===== config.mk =====
export PLATFORM = sky130hd
export DESIGN_NAME = gfs_win
export DESIGN_NICKNAME = d
export VERILOG_FILES = /design/src/design/gfs_pkg.sv /design/src/design/gfs_win.sv
export SDC_FILE = /design/constraint.sdc
export NUM_CORES = 1
export LEC_CHECK = 0
export ABC_CLOCK_PERIOD_IN_PS = 17450
export BUFFER_PORTS_ARGS = -buffer_cell sky130_fd_sc_hd__buf_2
export CAP_MARGIN = 20
export CORE_AREA = 3 3 382 460
export CTS_CLUSTER_SIZE = 8
export DETAILED_ROUTE_END_ITERATION = 8
export DIE_AREA = 0 0 385 463
export PLACE_DENSITY = 0.65
export SYNTH_ARGS = -nofsm -noshare
export SYNTH_HDL_FRONTEND = slang
export SYNTH_SLANG_ARGS = --single-unit

===== constraint.sdc =====
create_clock -name clk_i -period 17.45 [get_ports clk_i]
set_input_delay 0.8725 -clock clk_i [delete_from_list [all_inputs] [get_ports clk_i]]
set_output_delay 0.8725 -clock clk_i [all_outputs]
set_load 0.02 [all_outputs]

===== src/design/gfs_pkg.sv =====
`timescale 1ns / 1ps
// ----------------------------------------------------------------------------
// gfs_pkg
// Shared widths, codes and helpers of the GPS fix smoothing filter.
// ----------------------------------------------------------------------------
package gfs_pkg;

  localparam int unsigned MaxWindowDef = 16;
  localparam int unsigned PosW = 41;
  localparam int unsigned AltW = 29;
  localparam int unsigned MulAW = 34;
  localparam int unsigned MulBW = 25;
  localparam int unsigned ProdW = MulAW + MulBW;
  localparam int unsigned CfgIdxW = 2;
  localparam int unsigned CfgDataW = 24;

  localparam logic [2:0] VerdictEmit  = 3'd0;
  localparam logic [2:0] VerdictInval = 3'd1;
  localparam logic [2:0] VerdictZero  = 3'd2;
  localparam logic [2:0] VerdictPoor  = 3'd3;
  localparam logic [2:0] VerdictClose = 3'd4;

  localparam logic [CfgIdxW-1:0] RegWindowLen = 2'd0;
  localparam logic [CfgIdxW-1:0] RegScale     = 2'd1;
  localparam logic [CfgIdxW-1:0] RegMinMove   = 2'd2;
  localparam logic [CfgIdxW-1:0] RegMaxSigma  = 2'd3;

  typedef struct packed {
    logic busy;
    logic done;
  } gfs_div_st_t;

  function automatic logic signed [PosW-1:0] round_sat(logic signed [ProdW-1:0] p);
    logic [ProdW-1:0] mag;
    logic [ProdW-1:0] sum;
    logic [43:0]      q;
    logic signed [PosW-1:0] r;
    mag = p[ProdW-1] ? ProdW'(-p) : ProdW'(p);
    sum = mag + ProdW'(32768);
    q = 44'(sum >> 16);
    if (p[ProdW-1]) begin
      if (q > 44'h100_0000_0000) r = {1'b1, {(PosW-1){1'b0}}};
      else r = PosW'(-q);
    end else begin
      if (q > 44'h0ff_ffff_ffff) r = {1'b0, {(PosW-1){1'b1}}};
      else r = PosW'(q);
    end
    return r;
  endfunction

endpackage


===== src/design/gfs_win.sv =====
`timescale 1ns / 1ps
// ----------------------------------------------------------------------------
// gfs_win
// Window point store, one write port and one registered read port.
// ----------------------------------------------------------------------------
module gfs_win #(
  parameter int unsigned DEPTH = 16,
  parameter int unsigned IW = 4,
  parameter int unsigned DATA_W = 111
) (
  input  logic              clk_i,
  input  logic              we_i,
  input  logic [IW-1:0]     waddr_i,
  input  logic [DATA_W-1:0] wdata_i,
  input  logic [IW-1:0]     raddr_i,
  output logic [DATA_W-1:0] rdata_o
);
  import gfs_pkg::*;

  logic [DATA_W-1:0] mem_q [DEPTH];
  logic [DATA_W-1:0] rdata_q;

  always_ff @(posedge clk_i) begin
    if (we_i) mem_q[waddr_i] <= wdata_i;
    rdata_q <= mem_q[raddr_i];
  end

  assign rdata_o = rdata_q;

endmodule


# After elaboration in Yosys (flattened, before gate mapping)
# Memories as Yosys holds them, arrays and structs flattened. A register that Yosys moved wholly into a read port is not among the register bits.
# Cells that the tools add are included.
# word_totals
register_bits	0
ramBits	1776
in_bits	121
n_memories	1
# mem_list
memory	depth	word_bits	read_ports	rd_clocked_by_memory_dff	write_ports	line_no	text
mem_q	16	111	1	1	1	gfs_win.sv:20	logic [DATA_W-1:0] mem_q [DEPTH];
# op_classes
mux	2
# ops
cell	count
$mux 1	2

# Longest topological paths before layout
# depth
ltp_word	2
mapped_depth	7
mapped_depth_nobuf	3

# Least setup slack after synthesis
# OpenSTA, ideal clock, no wires.
# synth_timing
path_type	input-to-reg
from	input port waddr_i[2]
to	memory mem_q[0][0], enable pin
setup_ns	0.718
arrival_time_ns	8.886
setup_slack_ns	7.845
path_stages	2
n_path_buf	0
path_cell_list	or3b_2 nor3_1
# synth_lines
item	line_no	text
start: declaration	gfs_win.sv:13	input logic [IW-1:0] waddr_i,
end: declaration	gfs_win.sv:20	
# Straight into the memory's write port.

==> impl_metrics.csv <==
group,metric,value,unit
synthesis,yosysMostFrequentCell,"edfxtp_1",
route,finalWirelength,161.4,mm
global_route,grt_pass1_vias,33700,
die,fp.dieW,385,microns
global_route,grt_pass1_wl,235.2,mm
final_layout,drive_gt1_share,30.54,%
synthesis,seq_area_frac_synth,81.09,%
global_route,gr-total-overflow,0,
route,wl_per_cell,28.19,microns
sta,finalCriticalPeriod,4269,ps
worst_setup_path,worstSetupStartpointType,"input pin",
route,viasPerCell,5.569,
run,cap_violations,0,
route,vias,31900,
synthesis,yosys_warnings,0,
final_layout,seqCellArea,55550,sq um
run_status,status,"finished clean",
worst_setup_path,ff2ff_path_depth,3,
worst_setup_path,worstPathArrival,4990,ps
hold_path,worstHoldPathType,"input pin to register",
synthesis,synth_area_leader_cell,"edfxtp_1",
synthesis,yosys-top-cells-count,"edfxtp_1, mux4_2, a22oi_1",
clock_tree,root_buffer,"clkbuf_16",
sta,rsz0062_at_grt,"no",
sta,setup_tns,0,ps
worst_setup_path,r2r_slack,16080,ps
synthesis,synth_cell_types,18,
worst_setup_path,path_max_fanout,107,
die,core_area,172000,sq um
clock_tree,clkLatencyLatePin,860,ps
synthesis,synth_top_area_share,77.84,%
place,dp_hpwl,73.37,mm
hold_path,whs_path_depth,1,
hold_path,hold_path.startpoint,"wdata_i[96]",
worst_setup_path,r2r_end,"rdata_o[56]",
global_route,grt_max_degree,112,
synthesis,synth.avg_cell_area,24.14,sq um
place,gp_congestion,0.7086,
clock_tree,cts_sinks,1887,
synthesis,ys_top_cells_by_area,"edfxtp_1, mux4_2, dfxtp_1, a22oi_1, nand2_1",
final_layout,syn2layout_area_growth,17.49,%
pwr,max-vdd-ir-drop,0.1069,mV
die,start_util,39.84,%
synthesis,netlist_instances,2838,
sta,finalSetupViolCount,0,
final_layout,fillers,13980,
final_layout,multi_input_area,12350,sq um
route,drtPass1Iterations,5,
die,io_pins,232,
die,rows,167,
worst_setup_path,end_kind,"register",
route,initialDrtViolationCount,3129,
clock_tree,htreeDepth,5,
clock_tree,cts_setup_buffers,0,
synthesis,syn-num-nets,2959,
hold_path,holdPathEnd,"mem_q[8][96]",
global_route,antenna_found_initial,48,
final_layout,final_nets,3382,
route,drc,0,
sta,tightest_slew,1133,ps
pwr,leakage,25.83,nW
worst_setup_path,required,18170,ps
place,portBuffers,231,
worst_setup_path,rr_startpoint,"mem_q[10][56]",
final_layout,utilization,46.81,%
clock_tree,path_clk_slew,50,ps
clock_tree,cts-hold-fix-buffers,0,
sta,timing.fmax,234.3,MHz
clock_tree,ctsResizeCount,0,
sta,fin_skew,38.52,ps
clock_tree,cts_buffers,286,
sta,final_max_slew_viol_count,0,
pwr,p_per_area,129.7,nW/um^2
synthesis,synthFlopType,"edfxtp_1",
clock_tree,cts_tree,"done",
worst_setup_path,path_class,"input pin to register",
sta,relSlewSlack,24.47,%
die,dieArea,178300,sq um
synthesis,syn_area,68510,sq um
synthesis,synth-edff-count,1776,
global_route,grt_usage,18.15,%
synthesis,async_flop_share,0,%
die,die_y,463,microns
route,ant_nets,0,
synthesis,synth-seq-cells,1887,
sta,finalCritPeriodShare,24.46,%
clock_tree,cts.path.max_buffers,4,
sta,hold_viol_final,0,
[metal layers]
layer  vias up  track usage [%]  share of wire, %
met4        34            4.970               2.3
met3       345            4.653               8.3
met2      1295            27.67                47
met1     17160            26.04                42
met5         -                0              0.12
li1      13070                -                 -
[layout make-up]
type	instances	share of cell area, %
antenna	22	0.06839
clock buffer	446	9.848
clock inverter	6	0.05906
multi-input combinational	804	15.34
sequential	1887	69.01
tap	2281	3.545
timing repair buffer	282	2.123
[cells in the final DEF, fill, tap and decap left out, types with 4 or more instances in the layout]
cell type,synthesis,final
edfxtp_1,1776,1776
buf_4,1,39
a22oi_1,222,222
buf_12,0,12
mux4_2,444,444
diode_2,0,22
dfxtp_1,111,111
clkbuf_1,79,152
nor2_4,0,13
buf_2,36,229
nor3_2,0,4
clkbuf_16,0,294
nand2_1,112,112
[metrics by stage]
step / setup slack, ps / power, W / instance area (sq um) / hold slack [ps] / instances
after floorplan: 7845 / 0.005471 / 68510 / 634.9 / 2838
after global placement: 12120 / 0.005661 / 72470 / 644.8 / 5254
after detailed placement: 12090 / 0.005673 / 72470 / 653.7 / 5254
after CTS: 13020 / 0.01056 / 80440 / 314.9 / 5706
after global routing: 12650 / 0.01078 / 80450 / 346.8 / 5708
final: 13180 / 0.01044 / 80500 / 380.3 / 5728
[cell families (layout without fill, tap and decap cells)]
family / after synthesis / after routing / share of synthesized area [%]
buf+inv: 147 / 734 / 1.085
other cells: 0 / 22 / 0
compound gates: 222 / 222 / 2.433
simple gates: 138 / 138 / 0.8017
mux: 444 / 444 / 14.60
flops: 1887 / 1887 / 81.09
[worst max-delay path, stage by stage]
cell	delay, ps
buf_8	530
buf_12	710
buf_4	820
buf_4	890
mux4_2	600
a22oi_1	210
nand2_1	80
[power breakdown]
part	internal (W)	switching, W	total, W
Combinational	0.000173	0.000287	0.000460
Clock	0.00307	0.00179	0.00486
Sequential	0.00508	0.0000390	0.00512
Total	0.00832	0.00212	0.0104
[worst max path at each step]
stage,from,to,slack [ps],cells past startpoint
2_1_floorplan,waddr_i[2],mem_q[0][0],7850,2
3_3_place_gp,raddr_i[0],rdata_o[108],12120,7
3_5_place_dp,raddr_i[0],rdata_o[76],12090,7
4_1_cts,raddr_i[0],rdata_o[91],13020,7
5_1_grt,raddr_i[0],rdata_o[91],12650,7
6_report,raddr_i[0],rdata_o[95],13180,7
[state kept, by name, summed over array words and instances (netlist names)]
| register | cells |
|---|---|
| rdata_o | 111 |
| mem_q | 1776 |
(Power assumes the default switching activity.)
