==> config.mk <==
export PLATFORM = sky130hd
export DESIGN_NAME = gfs_div
export DESIGN_NICKNAME = d
export VERILOG_FILES = /design/src/design/gfs_pkg.sv /design/src/design/gfs_div.sv
export SDC_FILE = /design/constraint.sdc
export NUM_CORES = 1
export LEC_CHECK = 0
export BUFFER_PORTS_ARGS = -buffer_cell sky130_fd_sc_hd__clkbuf_2
export CORE_UTILIZATION = 54
export DETAILED_ROUTE_END_ITERATION = 12
export PLACE_DENSITY = 0.87
export SETUP_SLACK_MARGIN = 0.02
export SKIP_CTS_REPAIR_TIMING = 1
export SKIP_LAST_GASP = 1
export SYNTH_ARGS = -nofsm -noshare
export SYNTH_HDL_FRONTEND = slang
export SYNTH_SLANG_ARGS = --single-unit
==> constraint.sdc <==
create_clock -name clk_i -period 6.3 [get_ports clk_i]
set_input_delay 0.315 -clock clk_i [delete_from_list [all_inputs] [get_ports clk_i]]
set_output_delay 0.315 -clock clk_i [all_outputs]
set_load 0.01 [all_outputs]
==> src/design/gfs_pkg.sv <==
`timescale 1ns / 1ps
// ----------------------------------------------------------------------------
// gfs_pkg
// Shared widths, codes and helpers of the GPS fix smoothing filter.
// ----------------------------------------------------------------------------
package gfs_pkg;

  localparam int unsigned MaxWindowDef = 16;
  localparam int unsigned PosW = 41;
  localparam int unsigned AltW = 29;
  localparam int unsigned MulAW = 34;
  localparam int unsigned MulBW = 25;
  localparam int unsigned ProdW = MulAW + MulBW;
  localparam int unsigned CfgIdxW = 2;
  localparam int unsigned CfgDataW = 24;

  localparam logic [2:0] VerdictEmit  = 3'd0;
  localparam logic [2:0] VerdictInval = 3'd1;
  localparam logic [2:0] VerdictZero  = 3'd2;
  localparam logic [2:0] VerdictPoor  = 3'd3;
  localparam logic [2:0] VerdictClose = 3'd4;

  localparam logic [CfgIdxW-1:0] RegWindowLen = 2'd0;
  localparam logic [CfgIdxW-1:0] RegScale     = 2'd1;
  localparam logic [CfgIdxW-1:0] RegMinMove   = 2'd2;
  localparam logic [CfgIdxW-1:0] RegMaxSigma  = 2'd3;

  typedef struct packed {
    logic busy;
    logic done;
  } gfs_div_st_t;

  function automatic logic signed [PosW-1:0] round_sat(logic signed [ProdW-1:0] p);
    logic [ProdW-1:0] mag;
    logic [ProdW-1:0] sum;
    logic [43:0]      q;
    logic signed [PosW-1:0] r;
    mag = p[ProdW-1] ? ProdW'(-p) : ProdW'(p);
    sum = mag + ProdW'(32768);
    q = 44'(sum >> 16);
    if (p[ProdW-1]) begin
      if (q > 44'h100_0000_0000) r = {1'b1, {(PosW-1){1'b0}}};
      else r = PosW'(-q);
    end else begin
      if (q > 44'h0ff_ffff_ffff) r = {1'b0, {(PosW-1){1'b1}}};
      else r = PosW'(q);
    end
    return r;
  endfunction

endpackage

==> src/design/gfs_div.sv <==
`timescale 1ns / 1ps
// ----------------------------------------------------------------------------
// gfs_div
// Restoring unsigned divider, one quotient bit per cycle.
// ----------------------------------------------------------------------------
module gfs_div #(
  parameter int unsigned DW = 46,
  parameter int unsigned FW = 5
) (
  input  logic                 clk_i,
  input  logic                 rst_ni,
  input  logic                 start_i,
  input  logic [DW-1:0]        num_i,
  input  logic [FW-1:0]        den_i,
  output gfs_pkg::gfs_div_st_t st_o,
  output logic [DW-1:0]        quo_o
);
  import gfs_pkg::*;

  localparam int unsigned CntW = $clog2(DW + 1);

  logic [DW-1:0]   quo_q, quo_d;
  logic [FW-1:0]   rem_q, rem_d;
  logic [FW-1:0]   den_q;
  logic [CntW-1:0] cnt_q, cnt_d;
  logic            busy_q, busy_d, done_q, done_d;
  logic [FW:0]     sh, diff;
  logic            ge;

  assign sh   = {rem_q, quo_q[DW-1]};
  assign diff = sh - {1'b0, den_q};
  assign ge   = sh >= {1'b0, den_q};

  always_comb begin
    quo_d  = quo_q;
    rem_d  = rem_q;
    cnt_d  = cnt_q;
    busy_d = busy_q;
    done_d = 1'b0;
    if (start_i) begin
      quo_d  = num_i;
      rem_d  = '0;
      cnt_d  = CntW'(DW);
      busy_d = 1'b1;
    end else if (busy_q) begin
      quo_d = {quo_q[DW-2:0], ge};
      rem_d = ge ? diff[FW-1:0] : sh[FW-1:0];
      cnt_d = cnt_q - 1'b1;
      if (cnt_q == CntW'(1)) begin
        busy_d = 1'b0;
        done_d = 1'b1;
      end
    end
  end

  always_ff @(posedge clk_i or negedge rst_ni) begin
    if (!rst_ni) begin
      busy_q <= 1'b0;
      done_q <= 1'b0;
      cnt_q  <= '0;
    end else begin
      busy_q <= busy_d;
      done_q <= done_d;
      cnt_q  <= cnt_d;
    end
  end

  always_ff @(posedge clk_i) begin
    quo_q <= quo_d;
    rem_q <= rem_d;
    if (start_i) den_q <= den_i;
  end

  assign st_o.busy = busy_q;
  assign st_o.done = done_q;
  assign quo_o     = quo_q;

endmodule

# After elaboration in Yosys (flattened, before gate mapping)
# Index checks and enable logic that the tools add are counted.
classes:
  n_addsub: 2
  n_lt_le_gt_ge: 1
  eq_ne: 1
  muxes: 11
  n_reduce_logical: 1
op_table:
  columns: ["cell", "count"]
  rows:
  - ["46-bit 2-to-1 mux", 2]
  - ["6-bit 2-to-1 mux", 2]
  - ["6-bit by 1-bit == test with 1-bit output, second input constant", 1]
  - ["6-bit by 5-bit >= comparator with 1-bit output", 1]
  - ["1-bit 2-to-1 mux", 6]
  - ["6-bit by 1-bit subtractor with 6-bit output, second input constant", 1]
  - ["5-bit 2-to-1 mux", 1]
  - ["5-bit subtractor", 1]
  - ["2-bit nonzero test", 1]
word_totals:
  ff_bits: 64
  inputBits: 54
  out_inout_bits: 48
  wordCells: 22

# Depth between registers and ports, before layout
depth:
  word_depth: 4
  ltp_mapped: 8
  mapped_depth_nobuf: 8

# Least setup slack after synthesis
# Ideal clock, no wire load.
synth_path:
  path_type: "input -> register"
  start: "input start_i"
  end: "register quo_q[0], in the netlist quo_o[0] (enable)"
  setup_ns: 0.400
  arrival_time_ns: 1.802
  required_ns: 5.900
  path_slack_ns: 4.097
  stages: 5
  path_buffers: 3
  path_cell_list: "buf_4 > buf_6 > clkbuf_1 > nor2_1 > inv_1"
synth_via:
  elab_chain_cells: 1
synth_rtl:
  columns: ["item", "line_no", "text"]
  rows:
  - ["start, declared", "gfs_div.sv:12", "input logic start_i,"]
  - ["2-bit nonzero test (no source line)", null, null]
  - ["end signal, assigned", "gfs_div.sv:69", "quo_q <= quo_d;"]
  - ["end, declared", "gfs_div.sv:22", "logic [DW-1:0] quo_q, quo_d;"]
# Every way passes these cells.
# A chain may end at the register's enable or synchronous reset.

# Final worst setup path
layout_path:
  start: "register quo_q[45], in the netlist quo_o[45]"
  end: "register rem_q[0]"
layout_via:
  elab_chain_cells: 2
  elab_cells_between_ends: 3
  classes_between: "1 x add/sub; 1 x order compare; 1 x mux"
layout_rtl:
  columns: ["item", "line_no", "text"]
  rows:
  - ["5-bit subtractor or 6-bit by 5-bit >= comparator with 1-bit output (tied branches)", "gfs_div.sv:31, gfs_div.sv:32", null]
  - ["5-bit 2-to-1 mux (*)", "gfs_div.sv:47", "rem_d = ge ? diff[FW-1:0] : sh[FW-1:0];"]
  - ["end signal, assigned", "gfs_div.sv:70", "rem_q <= rem_d;"]
  - ["end, declared", "gfs_div.sv:23", "logic [FW-1:0] rem_q, rem_d;"]
# Every way passes the cells marked *; elsewhere a longest branch is shown, timed or not.

==> run_results.csv <==
group,metric,value,unit
die,io_pins,102,
critical_path,cpPeakStageDelay,0.52,ns
timing,finClkSkew,0.00868,ns
clock_tree,cts_made_buffers,9,
synth,synth.most_common_cell,"edfxtp_1",
synth,async_flop_share,12.5,%
global_route,grt_pass1_vias,1794,
placement,hpwl,3780,um
synth,ys.flop_type,"edfxtp_1",
clock_tree,tritoncts,"yes",
final_layout,fin_area,0.00365,mm^2
synth,syn-instance-count,199,
global_route,grt_use_total,19.0,%
global_route,grt-ovfl-total,0,
routing,finalWirelength,5410,um
synth,netlist_area,0.00293,mm^2
power_and_ir_drop,p_leak,1.60,nW
synth,avgSynthCellArea,14.7,um^2
routing,route.met2.wl,2580,um
synth,synth_seq_area_share,62.4,%
routing,drtIter0Drc,106,
timing,period_share,36.2,%
critical_path,cp_max_fo,5,
timing,drv_slew,0,
final_layout,final_util,70.5,%
critical_path,worstPathCellList,"inv_1 > ha_1 > inv_1 > fa_1 > a211oi_1 > nor2_1 > or4_1 > o311ai_1",
placement,dp_slack,4.06,ns
die,die_w,75.7,um
global_route,grt_pass1_wl,7850,um
synth,yosys-top-cells-area,"edfxtp_1 52%, mux2_2 17%, dfrtp_1 6.8%",
timing,rsz0062_at_grt,"no",
final_layout,syn_to_final_growth,24.3,%
clock_tree,cts.sink_count,64,
placement,port_buffers,101,
synth,ys_ff_latch,64,
timing,fmax,439,MHz
power_and_ir_drop,ir_worst_vdd,0.175,mV
timing,fin_crit,2.28,ns
timing,relSlewSlack,49.8,%
final_layout,fin_nets,366,
power_and_ir_drop,p_per_area,295,mW/mm^2
routing,vias,1950,
die,initial_core_util,56.7,%
min_path,min_from,"den_i[4]",
synth,synth_cell_types,40,
routing,dr_wl_met3,315,um
synth,yosysWarnings,0,
critical_path,critical_path_arrival,2.50,ns
timing,hold_viol_final,0,
synth,synth_top_cell_area_share,52.2,%
critical_path,cp-end-kind,"register",
critical_path,setup.worst_path.start,"quo_o[45]",
routing,drc,0,
critical_path,cp-start-kind,"register",
die,fp.dieArea,0.00573,mm^2
synth,ys_top_cells_by_count,"51 x edfxtp_1, 45 x mux2_2, 11 x nor2_1, 10 x inv_1, 8 x dfrtp_1",
routing,vias_per_cell,5.16,
die,die_h,75.7,um
final_layout,drive_above_1_share,53.6,%
routing,drtAntennaViolNets,0,
timing,setup_viol,0,
critical_path,worst_path_most_repeated_cell,"inv_1",
timing,fin_ws,4.02,ns
placement,place_area,0.00349,mm^2
global_route,grt_max_degree,69,
critical_path,worstSetupPathType,"register to register",
clock_tree,clockBufferDepth,2,
placement,gp_congestion,0.889,
global_route,antenna_found_initial,0,
clock_tree,root_buffer,"clkbuf_8",
die,core_area,0.00517,mm^2
critical_path,crit_required,6.52,ns
routing,first_pass_iters,4,
synth,yosys.area.top_type,"edfxtp_1",
routing,top_layer_used,"met4",
run_status,status,"completed",
critical_path,regToRegStartpoint,"quo_o[45]",
min_path,hp-class,"input port to register",
synth,synth_edf_count,51,
routing,wirelength_met1,2420,um
clock_tree,htree_num_levels,3,
job,cap_violations,0,
clock_tree,clkSlewWorstSetupHoldPaths,0.06,ns
routing,wire_per_inst,14.3,um
timing,tightest_slew,0.753,ns
die,rows,26,
synth,synth_fp_nets,261,
final_layout,diodes,0,
critical_path,critPathSlowestCell,"or4_1",
timing,finalSetupTns,0,ns
power_and_ir_drop,p_total,1.08,mW
clock_tree,clock_latency,0.32,ns
[worst max-delay path, delay by kind of cell (launching register included)]
kind,cells,cell delay (ns)
AOI/OAI and AO/OA,2,0.39
adders and majority gates,2,0.59
buffers and inverters,2,0.15
DFF,1,0.38
and+or+nand+nor,2,0.66
[layout make-up]
cell class / instances / area, um^2
Fill cell: 359 / 1520
Clock inverter: 5 / 25.0
Sequential cell: 64 / 1830
Tap cell: 70 / 87.6
Inverter: 10 / 37.5
Multi-Input combinational cell: 115 / 1010
Clock buffer: 10 / 128
Timing Repair Buffer: 104 / 531
[stage by stage]
stage,hold WS (ns),std cells
after floorplan,0.0194,199
after global placement,0.172,362
after detailed placement,0.175,362
after CTS,-0.182,377
after global routing,0.155,378
final,0.170,378
[power breakdown]
group / switching [mW] / total, mW / internal [mW]
clock: 0.140 / 0.277 / 0.136
combinational: 0.121 / 0.246 / 0.125
sequential: 0.0365 / 0.554 / 0.518
total: 0.298 / 1.08 / 0.780
[kinds of logic after synthesis]
family | synth area share [%]
XOR/XNOR | 1.79
multiplexers | 17.3
buffers and inverters | 3.20
adder cells (fa/ha/maj) | 3.67
AND/OR/NAND/NOR | 6.95
AO/OA/AOI/OAI | 4.69
flip-flops | 62.4
[routing by layer]
| layer | GRT usage [%] | vias to the layer above |
|---|---|---|
| met5 | 0 | - |
| met4 | 11.1 | 0 |
| met3 | 5.56 | 8 |
| met2 | 31.2 | 75 |
| met1 | 22.5 | 910 |
| li1 | - | 957 |
[sequential cells by signal, summed over array words and instances, names as in the netlist]
name,flops
busy_q,1
cnt_q,6
den_q,5
done_q,1
quo_o,46
rem_q,5
[cells in the final DEF (no fill, tap or decap), types with 2 or more instances in the layout]
cell type,instances
o21ai_0,3
dfxtp_1,5
nor2_1,11
nand2_1,5
nand2b_1,3
inv_1,9
xnor2_1,5
or3b_2,2
clkbuf_2,101
dfrtp_1,8
edfxtp_1,51
clkbuf_8,9
nor3_1,2
clkinv_2,2
ha_1,7
o311ai_1,2
a211oi_1,3
buf_4,2
clkinv_1,3
or4_1,2
a21oi_1,5
mux2_2,45
[final timing paths]
check	end	slack [ns]	cells after the start
max	rem_q[0]	4.02	8
min	den_q[4]	0.17	1
max reg2reg	rem_q[0]	4.02	8
min reg2reg	rem_q[1]	0.53	2
max in group asynchronous	cnt_q[0]	5.75	2
min in group asynchronous	cnt_q[4]	0.38	2
(Power assumes the default switching activity.)
